## src/design/escaped_length_frame_parser_macros.svh

```systemverilog
// ---------------------------------------------------------------------------
// escaped_length_frame_parser_macros.svh
// Assertion macros for the escaped length frame parser. They compile to
// nothing when SYNTHESIS is defined.
// ---------------------------------------------------------------------------
`ifndef ESCAPED_LENGTH_FRAME_PARSER_MACROS_SVH
`define ESCAPED_LENGTH_FRAME_PARSER_MACROS_SVH

`ifndef SYNTHESIS
// Same-cycle implication, checked on every rising clock edge out of reset.
`define ELFP_ASSERT_NOW(lbl, ante, cons, msg) \
  lbl: assert property (@(posedge clk) disable iff (!rst_n) (ante) |-> (cons)) \
    else $error(msg);
// Next-cycle implication, checked on every rising clock edge out of reset.
`define ELFP_ASSERT_NEXT(lbl, ante, cons, msg) \
  lbl: assert property (@(posedge clk) disable iff (!rst_n) (ante) |=> (cons)) \
    else $error(msg);
`else
`define ELFP_ASSERT_NOW(lbl, ante, cons, msg)
`define ELFP_ASSERT_NEXT(lbl, ante, cons, msg)
`endif

`endif

```

## src/design/elfp_pkg.sv

```systemverilog
// ---------------------------------------------------------------------------
// elfp_pkg
// Types and constants shared by the escaped length frame parser.
// ---------------------------------------------------------------------------
`timescale 1ns / 1ps

package elfp_pkg;

  // Number of little-endian bytes in the frame length prefix (1 to 4).
  localparam int LEN_BYTES = 4;
  localparam int LEN_W     = 8 * LEN_BYTES;

  // Configuration register indexes
  localparam logic [1:0] CFG_START_MARKER  = 2'd0;
  localparam logic [1:0] CFG_ESCAPE_MARKER = 2'd1;
  localparam logic [1:0] CFG_LENGTH_LIMIT  = 2'd2;

  // Reset values of the configuration registers
  localparam logic [7:0]  START_MARKER_RST  = 8'd126;
  localparam logic [7:0]  ESCAPE_MARKER_RST = 8'd125;
  localparam logic [15:0] LENGTH_LIMIT_RST  = 16'd256;

  typedef enum logic [1:0] {
    PH_WAIT = 2'd0,
    PH_LEN  = 2'd1,
    PH_DATA = 2'd2
  } phase_t;

  typedef enum logic [1:0] {
    KIND_PAYLOAD  = 2'd0,
    KIND_LAST     = 2'd1,
    KIND_ABANDON  = 2'd2,
    KIND_OVERFLOW = 2'd3
  } kind_t;

endpackage

```

## src/design/escaped_length_frame_parser.sv

```systemverilog
// ---------------------------------------------------------------------------
// escaped_length_frame_parser
// Receive-side deframer for byte-stuffed, length-prefixed serial frames.
// ---------------------------------------------------------------------------
// Takes one received byte per item and returns at most one result per byte.
// An unescaped start marker opens a frame; the next LEN_BYTES unescaped bytes
// give a little-endian length counted in wire bytes (escapes included). A
// length at or above length_limit drops the frame with an overflow result
// carrying the length saturated to 16 bits; a zero length ends the frame
// silently. Each data byte comes out with its offset, and the byte at which
// the wire count reaches the length is marked last and carries the length.
// A start marker inside a frame reports an abandon result and restarts. An
// escape byte makes the next byte literal; an escaped escape is literal and
// does not escape the byte after it. Throughput is one byte per clock unless a
// byte with a result waits in the input register for a full result register.
// A byte goes from the input register through the parse logic into the result
// register; the parse state is updated once per byte in a single step. Bytes
// that give no result never wait on out_tready. in_tready depends combinationally
// on out_tready. Configuration is to be written by the user only while idle;
// the block itself does not enforce it.
// ---------------------------------------------------------------------------
`timescale 1ns / 1ps
`include "escaped_length_frame_parser_macros.svh"

module escaped_length_frame_parser
  import elfp_pkg::*;
(
  input  logic        clk,
  input  logic        rst_n,
  // configuration write port
  input  logic        cfg_we,
  input  logic [1:0]  cfg_index,
  input  logic [15:0] cfg_wdata,
  // received byte stream
  input  logic        in_tvalid,
  output logic        in_tready,
  input  logic [7:0]  in_tdata,   // [7:0] rx_byte
  // result stream
  output logic        out_tvalid,
  input  logic        out_tready,
  output logic [39:0] out_tdata,  // [7:0] payload_byte, [23:8] byte_offset,
                                  // [39:24] frame_length
  output logic [1:0]  out_tuser   // [1:0] kind
);

  // configuration registers
  logic [7:0]  start_marker_r;
  logic [7:0]  escape_marker_r;
  logic [15:0] length_limit_r;

  // input register
  logic        s1_valid_r;
  logic [7:0]  s1_byte_r;

  // parse state
  phase_t      phase_r,     phase_nxt;
  logic        esc_pend_r,  esc_pend_nxt;
  logic [15:0] field_cnt_r, field_cnt_nxt;
  logic [15:0] skip_cnt_r,  skip_cnt_nxt;
  logic [LEN_W-1:0] len_word_r, len_word_nxt;

  // result register
  logic        out_valid_r;
  kind_t       out_kind_r;
  logic [7:0]  out_byte_r;
  logic [15:0] out_off_r;
  logic [15:0] out_len_r;

  // parse logic outputs
  logic        is_esc;
  logic        is_start;
  logic        res_valid;
  kind_t       res_kind;
  logic [7:0]  res_byte;
  logic [15:0] res_off;
  logic [15:0] res_len;
  logic [LEN_W-1:0] lw_ins;
  logic [31:0] lw32_ins;
  logic [31:0] lw32_cur;
  logic [15:0] fc_inc;
  logic [16:0] data_sum;

  logic        out_free;
  logic        s1_adv;

  // -------------------------------------------------------------------------
  // Handshake: the input register advances when its result (if any) has a
  // free slot in the result register.
  // -------------------------------------------------------------------------
  assign out_free  = !out_valid_r || out_tready;
  assign s1_adv    = s1_valid_r && (out_free || !res_valid);
  assign in_tready = !s1_valid_r || s1_adv;

  assign out_tvalid = out_valid_r;
  assign out_tuser  = out_kind_r;
  assign out_tdata  = {out_len_r, out_off_r, out_byte_r};

  // -------------------------------------------------------------------------
  // Configuration registers
  // -------------------------------------------------------------------------
  always_ff @(posedge clk) begin
    if (!rst_n) begin
      start_marker_r  <= START_MARKER_RST;
      escape_marker_r <= ESCAPE_MARKER_RST;
      length_limit_r  <= LENGTH_LIMIT_RST;
    end else if (cfg_we) begin
      unique case (cfg_index)
        CFG_START_MARKER:  start_marker_r  <= cfg_wdata[7:0];
        CFG_ESCAPE_MARKER: escape_marker_r <= cfg_wdata[7:0];
        CFG_LENGTH_LIMIT:  length_limit_r  <= cfg_wdata;
        default: ;  // unmapped index: drop the write
      endcase
    end
  end

  // -------------------------------------------------------------------------
  // Input register: hold the byte until the parse step takes it.
  // -------------------------------------------------------------------------
  always_ff @(posedge clk) begin
    if (!rst_n) begin
      s1_valid_r <= 1'b0;
    end else if (in_tready) begin
      s1_valid_r <= in_tvalid;
    end
  end

  always_ff @(posedge clk) begin
    if (in_tready && in_tvalid) begin
      s1_byte_r <= in_tdata[7:0];
    end
  end

  // -------------------------------------------------------------------------
  // Parse step: one byte against the current state.
  // -------------------------------------------------------------------------
  assign lw32_cur = 32'(len_word_r);
  assign lw32_ins = 32'(lw_ins);
  assign fc_inc   = field_cnt_r + 16'd1;
  assign data_sum = {1'b0, fc_inc} + {1'b0, skip_cnt_r};

  always_comb begin
    lw_ins = len_word_r;
    for (int i = 0; i < LEN_BYTES; i++) begin
      if (field_cnt_r == 16'(i)) begin
        lw_ins[8*i +: 8] = len_word_r[8*i +: 8] | s1_byte_r;
      end
    end
  end

  always_comb begin
    is_esc   = (s1_byte_r == escape_marker_r) && !esc_pend_r;
    is_start = !esc_pend_r && (s1_byte_r == start_marker_r);

    phase_nxt     = phase_r;
    esc_pend_nxt  = esc_pend_r;
    field_cnt_nxt = field_cnt_r;
    skip_cnt_nxt  = skip_cnt_r;
    len_word_nxt  = len_word_r;

    res_valid = 1'b0;
    res_kind  = KIND_PAYLOAD;
    res_byte  = 8'd0;
    res_off   = 16'd0;
    res_len   = 16'd0;

    if (is_start) begin
      // Restart: report the frame in progress as abandoned.
      if (phase_r == PH_LEN || phase_r == PH_DATA) begin
        res_valid = 1'b1;
        res_kind  = KIND_ABANDON;
      end
      phase_nxt     = PH_LEN;
      field_cnt_nxt = 16'd0;
      skip_cnt_nxt  = 16'd0;
      len_word_nxt  = '0;
      esc_pend_nxt  = 1'b0;
    end else begin
      unique case (phase_r)
        PH_LEN: begin
          // Escapes inside the length prefix are skipped and not counted.
          if (!is_esc) begin
            len_word_nxt = lw_ins;
            if (fc_inc >= 16'(LEN_BYTES)) begin
              field_cnt_nxt = 16'd0;
              skip_cnt_nxt  = 16'd0;
              if (lw32_ins >= {16'd0, length_limit_r}) begin
                res_valid = 1'b1;
                res_kind  = KIND_OVERFLOW;
                res_len   = (lw32_ins > 32'h0000_FFFF) ? 16'hFFFF : lw32_ins[15:0];
                phase_nxt = PH_WAIT;
              end else if (lw32_ins == 32'd0) begin
                phase_nxt = PH_WAIT;
              end else begin
                phase_nxt = PH_DATA;
              end
            end else begin
              field_cnt_nxt = fc_inc;
            end
          end
        end
        PH_DATA: begin
          if (!is_esc) begin
            res_valid = 1'b1;
            res_byte  = s1_byte_r;
            res_off   = field_cnt_r;
            // Close the frame once payload plus skipped escapes reach the length.
            if (32'(data_sum) >= lw32_cur) begin
              res_kind      = KIND_LAST;
              res_len       = lw32_cur[15:0];
              phase_nxt     = PH_WAIT;
              field_cnt_nxt = 16'd0;
            end else begin
              field_cnt_nxt = fc_inc;
            end
          end else begin
            skip_cnt_nxt = skip_cnt_r + 16'd1;
          end
        end
        default: begin
          phase_nxt = PH_WAIT;
        end
      endcase
      esc_pend_nxt = is_esc;
    end
  end

  // Advance the parse state only when the byte leaves the input register.
  always_ff @(posedge clk) begin
    if (!rst_n) begin
      phase_r     <= PH_WAIT;
      esc_pend_r  <= 1'b0;
      field_cnt_r <= 16'd0;
      skip_cnt_r  <= 16'd0;
      len_word_r  <= '0;
    end else if (s1_adv) begin
      phase_r     <= phase_nxt;
      esc_pend_r  <= esc_pend_nxt;
      field_cnt_r <= field_cnt_nxt;
      skip_cnt_r  <= skip_cnt_nxt;
      len_word_r  <= len_word_nxt;
    end
  end

  // -------------------------------------------------------------------------
  // Result register: load a new result, drop it once taken.
  // -------------------------------------------------------------------------
  always_ff @(posedge clk) begin
    if (!rst_n) begin
      out_valid_r <= 1'b0;
    end else if (s1_adv && res_valid) begin
      out_valid_r <= 1'b1;
    end else if (out_tready) begin
      out_valid_r <= 1'b0;
    end
  end

  always_ff @(posedge clk) begin
    if (s1_adv && res_valid) begin
      out_kind_r <= res_kind;
      out_byte_r <= res_byte;
      out_off_r  <= res_off;
      out_len_r  <= res_len;
    end
  end

  // -------------------------------------------------------------------------
  // Assertions
  // -------------------------------------------------------------------------
  `ELFP_ASSERT_NOW(a_ctrl_result_clean,
    out_valid_r && (out_kind_r == KIND_ABANDON || out_kind_r == KIND_OVERFLOW),
    out_byte_r == 8'd0 && out_off_r == 16'd0, "control result carries payload data")
  `ELFP_ASSERT_NEXT(a_stall_holds_byte,
    s1_valid_r && res_valid && out_valid_r && !out_tready,
    s1_valid_r && $stable(s1_byte_r), "pending byte lost while result stalled")
  `ELFP_ASSERT_NEXT(a_last_closes_frame,
    s1_adv && res_valid && res_kind == KIND_LAST,
    phase_r == PH_WAIT && field_cnt_r == 16'd0, "frame not closed after last byte")
  `ELFP_ASSERT_NEXT(a_start_opens_frame,
    s1_adv && is_start,
    phase_r == PH_LEN && !esc_pend_r && len_word_r == '0, "start marker did not open frame")

endmodule

```

## config.mk

```make
export PLATFORM = sky130hd
export DESIGN_NAME = escaped_length_frame_parser
export DESIGN_NICKNAME = d
export VERILOG_FILES = /design/src/design/elfp_pkg.sv /design/src/design/escaped_length_frame_parser.sv
export VERILOG_INCLUDE_DIRS = /design/src /design/src/design
export SDC_FILE = /design/constraint.sdc
export NUM_CORES = 1
export LEC_CHECK = 0
export BUFFER_PORTS_ARGS = -buffer_cell sky130_fd_sc_hd__buf_4
export CORE_UTILIZATION = 60
export CTS_BUF_LIST = sky130_fd_sc_hd__clkbuf_4 sky130_fd_sc_hd__clkbuf_8
export DETAILED_ROUTE_END_ITERATION = 7
export PLACE_DENSITY = 0.79
export SYNTH_ARGS = -nofsm -noshare
export SYNTH_HDL_FRONTEND = slang
export SYNTH_SLANG_ARGS = --single-unit
```

## constraint.sdc

```tcl
create_clock -name clk -period 8.5 [get_ports clk]
set_input_delay 0.425 -clock clk [delete_from_list [all_inputs] [get_ports clk]]
set_output_delay 0.425 -clock clk [all_outputs]
set_load 0.005 [all_outputs]
```

==> impl_metrics.yaml <==
sta:
  max_slew.worst_pin.slew_ns: 0.953
  setup_slack_ns: 2.61
  max_freq_mhz: 170
  finalSetupViolations: 0
  slew_violations: 0
  whs_ns: 0.128
  max_slew_margin_pct: 36.4
  clock_skew_ns: 0.0177
  grt_setup_unrepaired: "false"
  timing.final.crit_period_ns: 5.89
  finalSetupTns_ns: 0
  hold_viol: 0
  finalCritPeriodShare_pct: 69.3
synth:
  synth_top_cell_by_area: "dfxtp_1"
  ys_ff_latch: 151
  yosysSeqAreaShare_pct: 39.4
  netlist_area_um2: 8940
  yosysWarnings: 0
  synth_nets: 1117
  synth_top_area_share_pct: 22.6
  yosys.cell_types.count: 77
  ys_top_cells_by_area: "dfxtp_1 23%, edfxtp_1 17%, ha_1 8.3%, nand2_1 5.9%, a21oi_1 4.5%"
  ys.flop_type: "dfxtp_1"
  synth_cells: 1026
  async_reset_ff_share_pct: 0
  synth-edff-count: 50
  syn_area_per_cell_um2: 8.72
worst_setup_path:
  r2r-end: "phase_r[0]$_SDFFE_PN0P_"
  reg2reg_from: "field_cnt_r[0]$_SDFFE_PN0P_"
  cp.required_ns: 8.08
  worst_ep_arrival_time_ns: 5.46
  crit_fanout: 19
  rrSetupSlack_ns: 2.77
  end_kind: "primary output"
  critPathKind: "flip-flop to primary output"
  cp-start-kind: "flip-flop"
  worstRegToRegCells: 19
die:
  ios: 75
  die_h_um: 124
  dieArea_um2: 15400
  die_x_um: 124
  fp-row-count: 44
  core_area_um2: 14500
  initial_core_util_pct: 61.5
clock_network:
  numCtsBuffers: 17
  cts.sinks: 151
  cts_hold_buf: 0
  root_buffer: "clkbuf_8"
  post_cts_buffers: 0
  cts_buffer_depth: 2
  clkSlewWorstSetupHoldPaths_ns: 0.09
  cts_tree: "done"
  clk_latency_ns: 0.47
  h-tree-depth: 4
  cts.repair.resized: 0
detailed_routing:
  wire_per_inst_um: 18.8
  viasPerCell: 6.33
  initialDrtViolationCount: 883
  finalWirelength_um: 23700
  drcViolationCount: 0
  vias: 7987
  dr.pass1.iters: 6
  antenna_left: 0
placement:
  hpwlAfterDp_um: 16300
  place_ws_ns: 3.03
  gp_routability_congestion: 0.921
  io_buffers: 74
global_routing:
  grt_overflow: 0
  grt_first_pass_wirelength_um: 38300
  grt_max_degree: 61
  antenna_found_initial: 0
  grt_usage_pct: 32.4
  grt_pass1_vias: 7464
power_and_ir_drop:
  p_leak_nw: 4.04
  irDropWorstVdd_uv: 99.5
  p_per_area_nw_per_um2: 145
cells_and_area:
  layout.nets: 1155
  drive_gt1_share_pct: 13.7
  diodes: 0
  area_growth_pct: 11.1
hold_path:
  holdPathEnd: "s1_byte_r[4]$_DFFE_PP_"
  hold_class: "primary input to flip-flop"
  worstHoldStart: "in_tdata[4]"
  min_path_cells: 1
status:
  outcome: "finished, final reports clean"
job:
  max_cap_viol_count: 0
==> area by class of cell <==
class / count / area, µm²
Clock buffer: 20 / 263
Clock inverter: 12 / 165
Fill cell: 1165 / 4590
Inverter: 58 / 218
Multi-Input combinational cell: 752 / 4910
Sequential cell: 151 / 3520
Tap cell: 184 / 230
Timing Repair Buffer: 84 / 631
==> logic make-up after synthesis <==
| group | after synthesis | synth area share, % |
|---|---|---|
| and+or+nand+nor | 380 | 22.1 |
| muxes | 5 | 0.560 |
| DFF | 151 | 39.4 |
| xor gates and xnor gates | 45 | 4.41 |
| adders and majority gates | 60 | 8.48 |
| buffers and inverters | 123 | 5.83 |
| AOI/OAI and AO/OA | 262 | 19.2 |
==> cells in the mapped netlist, types with 6 or more instances <==
cell / count
a21o_1: 21
a21oi_1: 81
a31oi_1: 32
a32o_1: 6
a41o_1: 8
and2_1: 29
and3_1: 21
buf_2: 18
buf_4: 6
clkbuf_1: 34
dfxtp_1: 101
edfxtp_1: 50
ha_1: 59
inv_1: 58
nand2_1: 140
nand2b_1: 7
nand3_1: 30
nand4_1: 30
nor2_1: 40
nor2b_1: 7
nor3_1: 23
nor4_1: 12
o211ai_1: 6
o21a_1: 8
o21ai_0: 36
o21ai_1: 16
o2bb2ai_1: 8
o31ai_1: 7
or2_2: 8
xnor2_1: 18
xor2_1: 27
==> per-layer routing <==
metal,global-route usage [%],part of all wire [%],up-vias
met5,0,0,-
met4,11.2,1.9,0
met3,6.50,7.3,42
met2,52.1,48,351
met1,43.1,43,3830
li1,-,-,3764
==> critical path, stage by stage, from the launching register on <==
cell and delay (ns):
dfxtp_1 0.44, or4_4 0.61, nor4_4 0.75, and2_1 0.43
a21o_1 0.25, ha_1 0.27, a21oi_1 0.20, o211ai_1 0.12
a211oi_1 0.19, nor3_1 0.15, nor4_1 0.62, nor2_4 0.22
o21ai_1 0.40, nand2b_1 0.21, buf_4 0.12
==> stage by stage <==
step	cells	utilization [%]	instance area (µm²)	power, mW
floorplan	1026	-	8940	0.829
global placement	1229	65.5	9510	0.858
detailed placement	1229	65.5	9510	0.860
CTS	1261	68.4	9940	1.45
global route	1261	68.4	9940	1.49
finish	1261	68.4	9940	1.44
==> power by group <==
group          switching, mW  internal, mW  total (mW)
registers             0.0161         0.750       0.766
logic                 0.0497        0.0298      0.0795
clock network          0.289         0.310       0.599
==> state kept, by name, indices dropped and copies added (netlist names) <==
name,cells
esc_pend_r,1
escape_marker_r,8
field_cnt_r,16
len_word_r,32
length_limit_r,16
out_byte_r,8
out_len_r,16
out_off_r,16
out_tuser,2
out_tvalid,1
phase_r,2
s1_byte_r,8
s1_valid_r,1
skip_cnt_r,16
start_marker_r,8
==> placed cells by master (no fill, tap or decap), drive strengths merged, types with 24 or more instances in the layout <==
master	n
ha	59
nor3	24
a21oi	81
nand2	141
and2	29
edfxtp	50
nor2	42
dfxtp	101
nand3	32
o21ai	53
a31oi	33
inv	63
nand4	32
xor2	27
buf	84
==> how the worst max path moves through the flow <==
stage / from / to
final: field_cnt_r[2]$_SDFFE_PN0P_ / in_tready
after global routing: field_cnt_r[0]$_SDFFE_PN0P_ / phase_r[0]$_SDFFE_PN0P_
after CTS: field_cnt_r[2]$_SDFFE_PN0P_ / in_tready
after detailed placement: field_cnt_r[2]$_SDFFE_PN0P_ / skip_cnt_r[7]$_SDFFE_PN0P_
after global placement: field_cnt_r[2]$_SDFFE_PN0P_ / skip_cnt_r[7]$_SDFFE_PN0P_
after floorplan: field_cnt_r[2]$_SDFFE_PN0P_ / out_byte_r[0]$_SDFFCE_PP0P_
(Power assumes the default switching activity.)
